### config.mk
export PLATFORM = sky130hd
export DESIGN_NAME = slot_free_list_allocator_top
export DESIGN_NICKNAME = d
export VERILOG_FILES = /design/src/sfla_pkg.sv /design/src/sfla_ctrl.sv /design/src/sfla_dp.sv /design/src/slot_free_list_allocator_top.sv
export SDC_FILE = /design/constraint.sdc
export NUM_CORES = 2
export LEC_CHECK = 0
export BUFFER_PORTS_ARGS = -buffer_cell sky130_fd_sc_hd__buf_2
export CORE_MARGIN = 2
export CORE_UTILIZATION = 60
export DETAILED_ROUTE_END_ITERATION = 10
export PLACE_DENSITY = 0.76
export SLEW_MARGIN = 40
export SYNTH_ARGS = -nofsm -noshare
export SYNTH_HDL_FRONTEND = slang
export SYNTH_SLANG_ARGS = --single-unit
export TNS_END_PERCENT = 50
### constraint.sdc
create_clock -name aclk -period 19.2 [get_ports aclk]
set_input_delay 1.92 -clock aclk [delete_from_list [all_inputs] [get_ports aclk]]
set_output_delay 1.92 -clock aclk [all_outputs]
set_load 0.03 [all_outputs]
### src/sfla_pkg.sv
// shared types and constants for the slot free-list allocator
package sfla_pkg;

    // request field widths
    localparam int OP_W   = 1;
    localparam int SLOT_W = 8;
    // result field widths
    localparam int STAT_W  = 2;
    localparam int COUNT_W = 8;

    // stream payload widths
    localparam int S_DATA_W = 8;
    localparam int S_USER_W = 1;
    localparam int M_DATA_W = 24;

    // request opcodes
    localparam logic [OP_W-1:0] OP_ALLOC = 1'b0;
    localparam logic [OP_W-1:0] OP_FREE  = 1'b1;

    // result status codes
    localparam logic [STAT_W-1:0] STAT_DONE     = 2'd0;
    localparam logic [STAT_W-1:0] STAT_NO_SPACE = 2'd1;
    localparam logic [STAT_W-1:0] STAT_IGNORED  = 2'd2;

    typedef enum logic [1:0] {
        ST_IDLE = 2'b01,
        ST_EXEC = 2'b10
    } state_t;

    // controller to datapath commands
    typedef struct packed {
        logic accept;  // latch request, launch memory reads
        logic commit;  // update state, load result register
    } dp_cmd_t;

endpackage

### src/sfla_ctrl.sv
// controller state machine: request sequencing and result handshake
module sfla_ctrl (
    input  logic             aclk,
    input  logic             aresetn,
    input  logic             s_tvalid,
    output logic             s_tready,
    output logic             m_tvalid,
    input  logic             m_tready,
    output sfla_pkg::dp_cmd_t cmd
);

    sfla_pkg::state_t state_reg, state_next;
    logic             m_valid_reg, m_valid_next;
    logic             out_free;

    assign s_tready   = (state_reg == sfla_pkg::ST_IDLE);
    assign out_free   = !m_valid_reg || m_tready;
    assign cmd.accept = s_tvalid && s_tready;
    assign cmd.commit = (state_reg == sfla_pkg::ST_EXEC) && out_free;
    assign m_tvalid   = m_valid_reg;

    always_comb begin
        state_next = state_reg;
        case (state_reg)
            sfla_pkg::ST_IDLE: begin
                if (cmd.accept) begin
                    state_next = sfla_pkg::ST_EXEC;
                end
            end
            sfla_pkg::ST_EXEC: begin
                if (cmd.commit) begin
                    state_next = sfla_pkg::ST_IDLE;
                end
            end
            default: begin
                state_next = sfla_pkg::ST_IDLE;
            end
        endcase
    end

    always_comb begin
        m_valid_next = m_valid_reg;
        if (cmd.commit) begin
            m_valid_next = 1'b1;
        end else if (m_tready) begin
            m_valid_next = 1'b0;
        end
    end

    always_ff @(posedge aclk) begin
        if (!aresetn) begin
            state_reg   <= sfla_pkg::ST_IDLE;
            m_valid_reg <= 1'b0;
        end else begin
            state_reg   <= state_next;
            m_valid_reg <= m_valid_next;
        end
    end

endmodule

### src/sfla_dp.sv
// allocator datapath: link and mark memories, list registers, result register
module sfla_dp #(
    parameter int SLOTS = 256
) (
    input  logic                           aclk,
    input  logic                           aresetn,
    input  sfla_pkg::dp_cmd_t              cmd,
    input  logic [sfla_pkg::OP_W-1:0]      opcode_i,
    input  logic [sfla_pkg::SLOT_W-1:0]    slot_index_i,
    output logic [sfla_pkg::SLOT_W-1:0]    granted_slot_o,
    output logic [sfla_pkg::STAT_W-1:0]    status_o,
    output logic [sfla_pkg::COUNT_W-1:0]   live_count_o
);

    localparam int IDX_W = $clog2(SLOTS);
    localparam int W     = (IDX_W > sfla_pkg::SLOT_W) ? IDX_W : sfla_pkg::SLOT_W;
    localparam logic [IDX_W-1:0] LAST_IDX = IDX_W'(SLOTS - 1);

    logic [IDX_W-1:0] next_link_mem [SLOTS];
    logic             free_mark_mem [SLOTS];

    logic [sfla_pkg::OP_W-1:0]   op_reg;
    logic [sfla_pkg::SLOT_W-1:0] idx_reg;
    logic [IDX_W-1:0]            link_rd_reg;
    logic                        mark_rd_reg;

    logic [IDX_W-1:0] head_reg, head_next;
    logic             nonempty_reg, nonempty_next;
    logic [IDX_W-1:0] hw_reg, hw_next;
    logic [IDX_W-1:0] cnt_reg, cnt_next;

    logic [sfla_pkg::SLOT_W-1:0]  granted_reg;
    logic [sfla_pkg::STAT_W-1:0]  status_reg;
    logic [sfla_pkg::COUNT_W-1:0] live_reg;

    logic [W-1:0]     in_idx_w, idx_w, hw_w, slot_w, cnt_w;
    logic [IDX_W-1:0] in_addr, idx_addr;
    logic [IDX_W-1:0] slot;
    logic [sfla_pkg::STAT_W-1:0] stat;
    logic             link_we, mark_we, mark_wdata;
    logic [IDX_W-1:0] link_wdata, mark_waddr;

    assign in_idx_w = W'(slot_index_i);
    assign in_addr  = in_idx_w[IDX_W-1:0];
    assign idx_w    = W'(idx_reg);
    assign idx_addr = idx_w[IDX_W-1:0];
    assign hw_w     = W'(hw_reg);
    assign slot_w   = W'(slot);
    assign cnt_w    = W'(cnt_next);

    // link memory: read at the list head when a request comes in
    always_ff @(posedge aclk) begin
        if (cmd.accept) begin
            link_rd_reg <= next_link_mem[head_reg];
        end
        if (cmd.commit && link_we) begin
            next_link_mem[idx_addr] <= link_wdata;
        end
    end

    // free marks: valid only below the high-water mark, cleared whenever a slot is allocated
    always_ff @(posedge aclk) begin
        if (cmd.accept) begin
            mark_rd_reg <= free_mark_mem[in_addr];
        end
        if (cmd.commit && mark_we) begin
            free_mark_mem[mark_waddr] <= mark_wdata;
        end
    end

    always_ff @(posedge aclk) begin
        if (cmd.accept) begin
            op_reg  <= opcode_i;
            idx_reg <= slot_index_i;
        end
    end

    always_comb begin
        head_next     = head_reg;
        nonempty_next = nonempty_reg;
        hw_next       = hw_reg;
        cnt_next      = cnt_reg;
        link_we       = 1'b0;
        link_wdata    = idx_addr;
        mark_we       = 1'b0;
        mark_waddr    = idx_addr;
        mark_wdata    = 1'b0;
        slot          = '0;
        stat          = sfla_pkg::STAT_DONE;
        if (op_reg == sfla_pkg::OP_ALLOC) begin
            if (nonempty_reg) begin
                // pop the list head; the tail links to itself
                slot       = head_reg;
                mark_we    = 1'b1;
                mark_waddr = head_reg;
                cnt_next   = IDX_W'(cnt_reg + 1'b1);
                if (link_rd_reg == head_reg) begin
                    nonempty_next = 1'b0;
                    head_next     = '0;
                end else begin
                    head_next = link_rd_reg;
                end
            end else if (hw_reg >= LAST_IDX) begin
                stat = sfla_pkg::STAT_NO_SPACE;
            end else begin
                slot       = hw_reg;
                hw_next    = IDX_W'(hw_reg + 1'b1);
                mark_we    = 1'b1;
                mark_waddr = hw_reg;
                cnt_next   = IDX_W'(cnt_reg + 1'b1);
            end
        end else begin
            if (idx_w == '0 || idx_w >= hw_w || mark_rd_reg) begin
                stat = sfla_pkg::STAT_IGNORED;
            end else begin
                mark_we       = 1'b1;
                mark_wdata    = 1'b1;
                link_we       = 1'b1;
                link_wdata    = nonempty_reg ? head_reg : idx_addr;
                head_next     = idx_addr;
                nonempty_next = 1'b1;
                if (cnt_reg != '0) begin
                    cnt_next = IDX_W'(cnt_reg - 1'b1);
                end
            end
        end
    end

    always_ff @(posedge aclk) begin
        if (!aresetn) begin
            head_reg     <= '0;
            nonempty_reg <= 1'b0;
            hw_reg       <= '0;
            cnt_reg      <= '0;
        end else if (cmd.commit) begin
            head_reg     <= head_next;
            nonempty_reg <= nonempty_next;
            hw_reg       <= hw_next;
            cnt_reg      <= cnt_next;
        end
    end

    always_ff @(posedge aclk) begin
        if (cmd.commit) begin
            granted_reg <= slot_w[sfla_pkg::SLOT_W-1:0];
            status_reg  <= stat;
            live_reg    <= cnt_w[sfla_pkg::COUNT_W-1:0];
        end
    end

    assign granted_slot_o = granted_reg;
    assign status_o       = status_reg;
    assign live_count_o   = live_reg;

endmodule

### src/slot_free_list_allocator_top.sv
// top level of the slot free-list allocator
//
// hands out slot indices 0 to SLOTS-2 from a pool of SLOTS entries, one per request item
// input channel s_*: s_tuser carries the opcode (0 allocate, 1 free),
//   s_tdata carries the slot index to free (ignored on allocate)
// result channel m_*: exactly one result item per request item with the
//   granted slot, a status code (done, out of space, free ignored) and the
//   number of live slots after the request
// allocate pops the freed-slot list first, then takes fresh indices from a
//   high-water counter; free pushes a slot back onto the list head
// a result item is loaded into the result register in ST_EXEC once the output is free;
//   requests are taken one at a time, s_tready is low while one executes; the list
//   pop reads the head's link from the link memory into a register on accept
// reset: list empty, high-water mark and live count at zero; no memory
//   clearing pass is needed, memory contents are only used below the high-water mark
// stall: the result register holds while m_tready is low; one further request
//   is taken and then waits until the result register can be loaded
module slot_free_list_allocator_top #(
    parameter int SLOTS = 256
) (
    input  logic                            aclk,
    input  logic                            aresetn,
    // request items
    input  logic                            s_tvalid,
    output logic                            s_tready,
    input  logic [sfla_pkg::S_DATA_W-1:0]   s_tdata,   // [7:0] slot_index
    input  logic [sfla_pkg::S_USER_W-1:0]   s_tuser,   // [0] opcode
    // result items
    output logic                            m_tvalid,
    input  logic                            m_tready,
    output logic [sfla_pkg::M_DATA_W-1:0]   m_tdata    // [7:0] granted_slot,
                                                       // [9:8] status,
                                                       // [17:10] live_count
);

    sfla_pkg::dp_cmd_t cmd;

    logic [sfla_pkg::SLOT_W-1:0]  granted_slot;
    logic [sfla_pkg::STAT_W-1:0]  status;
    logic [sfla_pkg::COUNT_W-1:0] live_count;

    // handshake sequencing
    sfla_ctrl u_ctrl (
        .aclk     (aclk),
        .aresetn  (aresetn),
        .s_tvalid (s_tvalid),
        .s_tready (s_tready),
        .m_tvalid (m_tvalid),
        .m_tready (m_tready),
        .cmd      (cmd)
    );

    // list state, memories and result register
    sfla_dp #(
        .SLOTS (SLOTS)
    ) u_dp (
        .aclk           (aclk),
        .aresetn        (aresetn),
        .cmd            (cmd),
        .opcode_i       (s_tuser),
        .slot_index_i   (s_tdata),
        .granted_slot_o (granted_slot),
        .status_o       (status),
        .live_count_o   (live_count)
    );

    // pack result fields, low field first, zero fill to whole bytes
    assign m_tdata = {6'd0, live_count, status, granted_slot};

`ifndef ASSERT_OFF
    // one request in flight: no new item the cycle after an accept
    a_one_in_flight: assert property (@(posedge aclk) disable iff (!aresetn)
        (s_tvalid && s_tready) |=> !s_tready)
        else $error("request accepted while previous one in flight");

    // a failed request never grants a slot
    a_fail_no_grant: assert property (@(posedge aclk) disable iff (!aresetn)
        (m_tvalid && (status == sfla_pkg::STAT_NO_SPACE
                      || status == sfla_pkg::STAT_IGNORED)) |-> (granted_slot == '0))
        else $error("failed request carries a granted slot");

    // a result appears only after a request was taken
    a_result_after_req: assert property (@(posedge aclk) disable iff (!aresetn)
        $rose(m_tvalid) |-> $past(!s_tready))
        else $error("result without a request in flight");
`endif

endmodule
==> out/qor.yml <==
report.power.total_mw: 10.1
run_status: "finished, violations left"
largest-register: "u_dp.next_link_mem"
async_flop_share: 0
synth_mux_area_frac: 0.149
postSynthCellCount: 5028
p_clk_frac: 0.415
cts_buffers: 221
clock_tree_from_tritoncts: "done"
remaining_drc_errors: 1
rows: 145
p_int_mw: 8.07
layout_worst_path_cycle_share: 0.288
cts.sinks: 2368
grt_first_pass_wirelength_um: 330000
max-clock-path-buffers: 3
place_area_mm2: 0.0970
hold_slack_ns: 0.540
syn_area_per_cell_um2: 18.8
cp_max_fo: 141
antenna_found_initial: 4
tightest_slew_ns: 0.928
min_path_type: "reg2reg"
post-cts-setup-buffer-count: 0
post_synth_adder_cell_area: 0.00159
route.final.wire_length_um: 225000
final_antenna_net_count: 0
synth-warning-count: 0
synthDominantCellAreaShare: 0.742
synth.largest_area_cell: "edfxtp_1"
failing_checks: "DRC"
die_h_um: 401
die_w_um: 401
detailedPlacementHpwl_um: 132000
ys_ff_latch: 2368
ys_top_cells_by_area: "edfxtp_1, mux4_2, mux2i_1"
globalplace.congestion: 0.865
pwr_density_cell_mw_per_mm2: 97.2
routed_via_density: 6.76
synth_area_mm2: 0.0947
synth_top_family_by_area: "multiplexers"
largest_reg_flops: 2048
grt_start_max_net_pins: 142
req_time_crit_path_ns: 19.71
placeableCoreArea_mm2: 0.156
vias: 49500
drt_pre_antenna_iters: 9
grt_setup_unrepaired: "no"
worst_slew_margin_rel: 0.375
cts-resized-gates: 0
globalRoute.totalOverflow: 0
seqPwrFrac: 0.563
clock-root-buffer: "clkbuf_16"
setup_viol: 0
synthXorXnorAreaFrac: 0.00148
p_leak_nw: 31.0
critical_path.endpoint_type: "register"
setup_tns_ns: 0
power.combinational.fraction: 0.022
dieArea_mm2: 0.161
worstPathArrival_ns: 6.04
clk_latency_ns: 0.83
fin_worst_skew_ns: 0.0451
reg2reg_slack_ns: 13.67
final_hold_viol_count: 0
io_buffer_count: 32
synth-main-ff-cell: "edfxtp_1"
timing.setup.critical_path_class: "reg2reg"
fmax_mhz: 181
cap_violations: 0
drive_above_1_share: 0.207
initial_utilization: 0.605
pin_count: 39
min_cycle_time_layout_ns: 5.53
drv_slew: 0
top_regs: "u_dp.next_link_mem (2048), u_dp.free_mark_mem (256)"
power.share.switching: 0.203
netlist-cell-type-count: 75
compound_cell_area_share_of_the_yosys_netlist: 0.0363
gr-usage-all-layers: 0.279
drt_first_iter_violations: 6907
postCtsHoldBufs: 0
number_of_enable_flip_flop_cells_after_synthesis: 2340
timing.critical_path.from_type: "register"
drt-wirelength-per-cell_um: 30.7
stdcell_area_mm2: 0.104
worst_ir_drop_vdd_v: 0.0000988
n_antenna_cell: 0
htree_num_levels: 4
final_core_utilization: 0.666
total_switching_power_mw: 2.06
grt_pass1_vias: 48700
synth_simple_gate_area_share: 0.0432
synthesis_to_finish_area_growth_pct: 10.0
sequential_area_share_after_synthesis: 0.748
clk_pin_slew_ns: 0.07
design.final.nets: 5101
-- cells in the final DEF, fill, tap and decap left out, types with 10 or more instances in the layout --
cell type / count
o21ai_0: 77
buf_2: 30
bufinv_16: 13
mux2i_1: 308
nand3_1: 32
conb_1: 14
a311oi_1: 10
o221ai_1: 17
buf_4: 64
a22o_1: 29
o22ai_1: 66
mux2_2: 55
buf_12: 10
and2_1: 10
nor2_1: 497
nor2_2: 106
clkbuf_1: 58
ha_1: 12
a211oi_1: 40
a221oi_1: 28
nand2b_1: 22
and3_1: 15
inv_1: 17
buf_6: 14
buf_16: 10
nor4_1: 12
nand2_1: 155
nor3_1: 33
dfxtp_1: 22
clkbuf_16: 225
edfxtp_1: 2340
nor2b_1: 25
clkinv_1: 54
mux4_2: 450
clkinv_2: 47
a21oi_1: 84
a22oi_1: 66
a31oi_1: 15
-- critical path: stages (launching register included) --
cell	delay [ns]
edfxtp_1	0.52
inv_1	0.11
ha_1	0.30
nand2b_1	0.14
a21o_1	0.18
a21o_1	0.18
a2111oi_2	0.47
o311ai_2	0.21
inv_8	0.53
nand2_1	0.60
mux2_8	0.82
buf_16	0.31
buf_6	0.62
-- metrics by stage --
step                      setup slack [ns]  std cells
after global placement               13.56       6895
after global routing                 13.33       7324
after CTS                            13.33       7322
after floorplan                       2.50       5041
final                                13.67       7324
after detailed placement             13.37       6909
-- cells in the mapped netlist, drive strengths merged (4+ instances only) --
master   number
inv          19
o21ai        81
xnor2         8
a211o         7
xor2          8
a21oi        85
buf         196
nand4         8
nor2b        30
a221oi       28
mux2i       308
a311oi       10
o22ai        66
a22o         29
nor4         14
and2         11
dfxtp        28
edfxtp     2340
a21boi        8
ha           12
o311ai        5
nor2        603
a41oi         4
nand2b       25
o21a          4
clkbuf      120
and3         15
o221ai       17
nand2       162
o211ai        7
mux2         62
nand3        39
a211oi       40
o22a          4
mux4        458
nor3         33
a31oi        15
o221a         4
a2111oi       6
nand3b        8
or4           6
a22oi        66
-- final timing paths --
| kind | end | depth (start not counted) | from |
|---|---|---|---|
| worst min-delay path | u_dp.cnt_reg[0] | 2 | u_dp.cnt_reg[0] |
| worst min register to register | u_dp.cnt_reg[0] | 2 | u_dp.cnt_reg[0] |
| worst max-delay path | u_dp.next_link_mem[244][5] | 12 | u_dp.idx_addr[0] |
| worst max register to register | u_dp.next_link_mem[244][5] | 12 | u_dp.idx_addr[0] |
-- cell families (layout without fill, tap and decap cells) --
| group | count (synthesis) | count (layout) |
|---|---|---|
| buffers and inverters | 337 | 562 |
| AO/OA/AOI/OAI | 503 | 503 |
| XOR/XNOR | 16 | 16 |
| multiplexers | 828 | 828 |
| flip-flops | 2368 | 2368 |
| other | 1 | 14 |
| adder cells (fa/ha/maj) | 12 | 12 |
| AND/OR/NAND/NOR | 963 | 963 |
-- power groups by stage --
stage                     clock [mW]  sequential, mW  combinational [mW]
after floorplan                    0            5.83               0.126
after global placement             0            5.81               0.203
after detailed placement           0            5.81               0.221
after CTS                       4.22            5.70               0.222
after global routing            4.42            5.70               0.240
final                           4.20            5.70               0.225
-- layer usage --
layer | vias up | routed length (µm) | track usage
li1 | 20400 | - | -
met1 | 25600 | 85200 | 0.402
met2 | 3141 | 107000 | 0.431
met3 | 448 | 25400 | 0.0634
met4 | 2 | 7220 | 0.0880
met5 | - | 13 | 0
-- cell type report --
type                       instances  area [µm²]
sequential                      2368       70800
fill                            9851       52300
multi-input combinational       2336       22500
clock buffer                     283        5850
tap                             2058        2570
timing repair buffer             128        1260
clock inverter                   130        1040
inverter                          21        87.6
No activity file was read; power rests on OpenSTA's default activity.
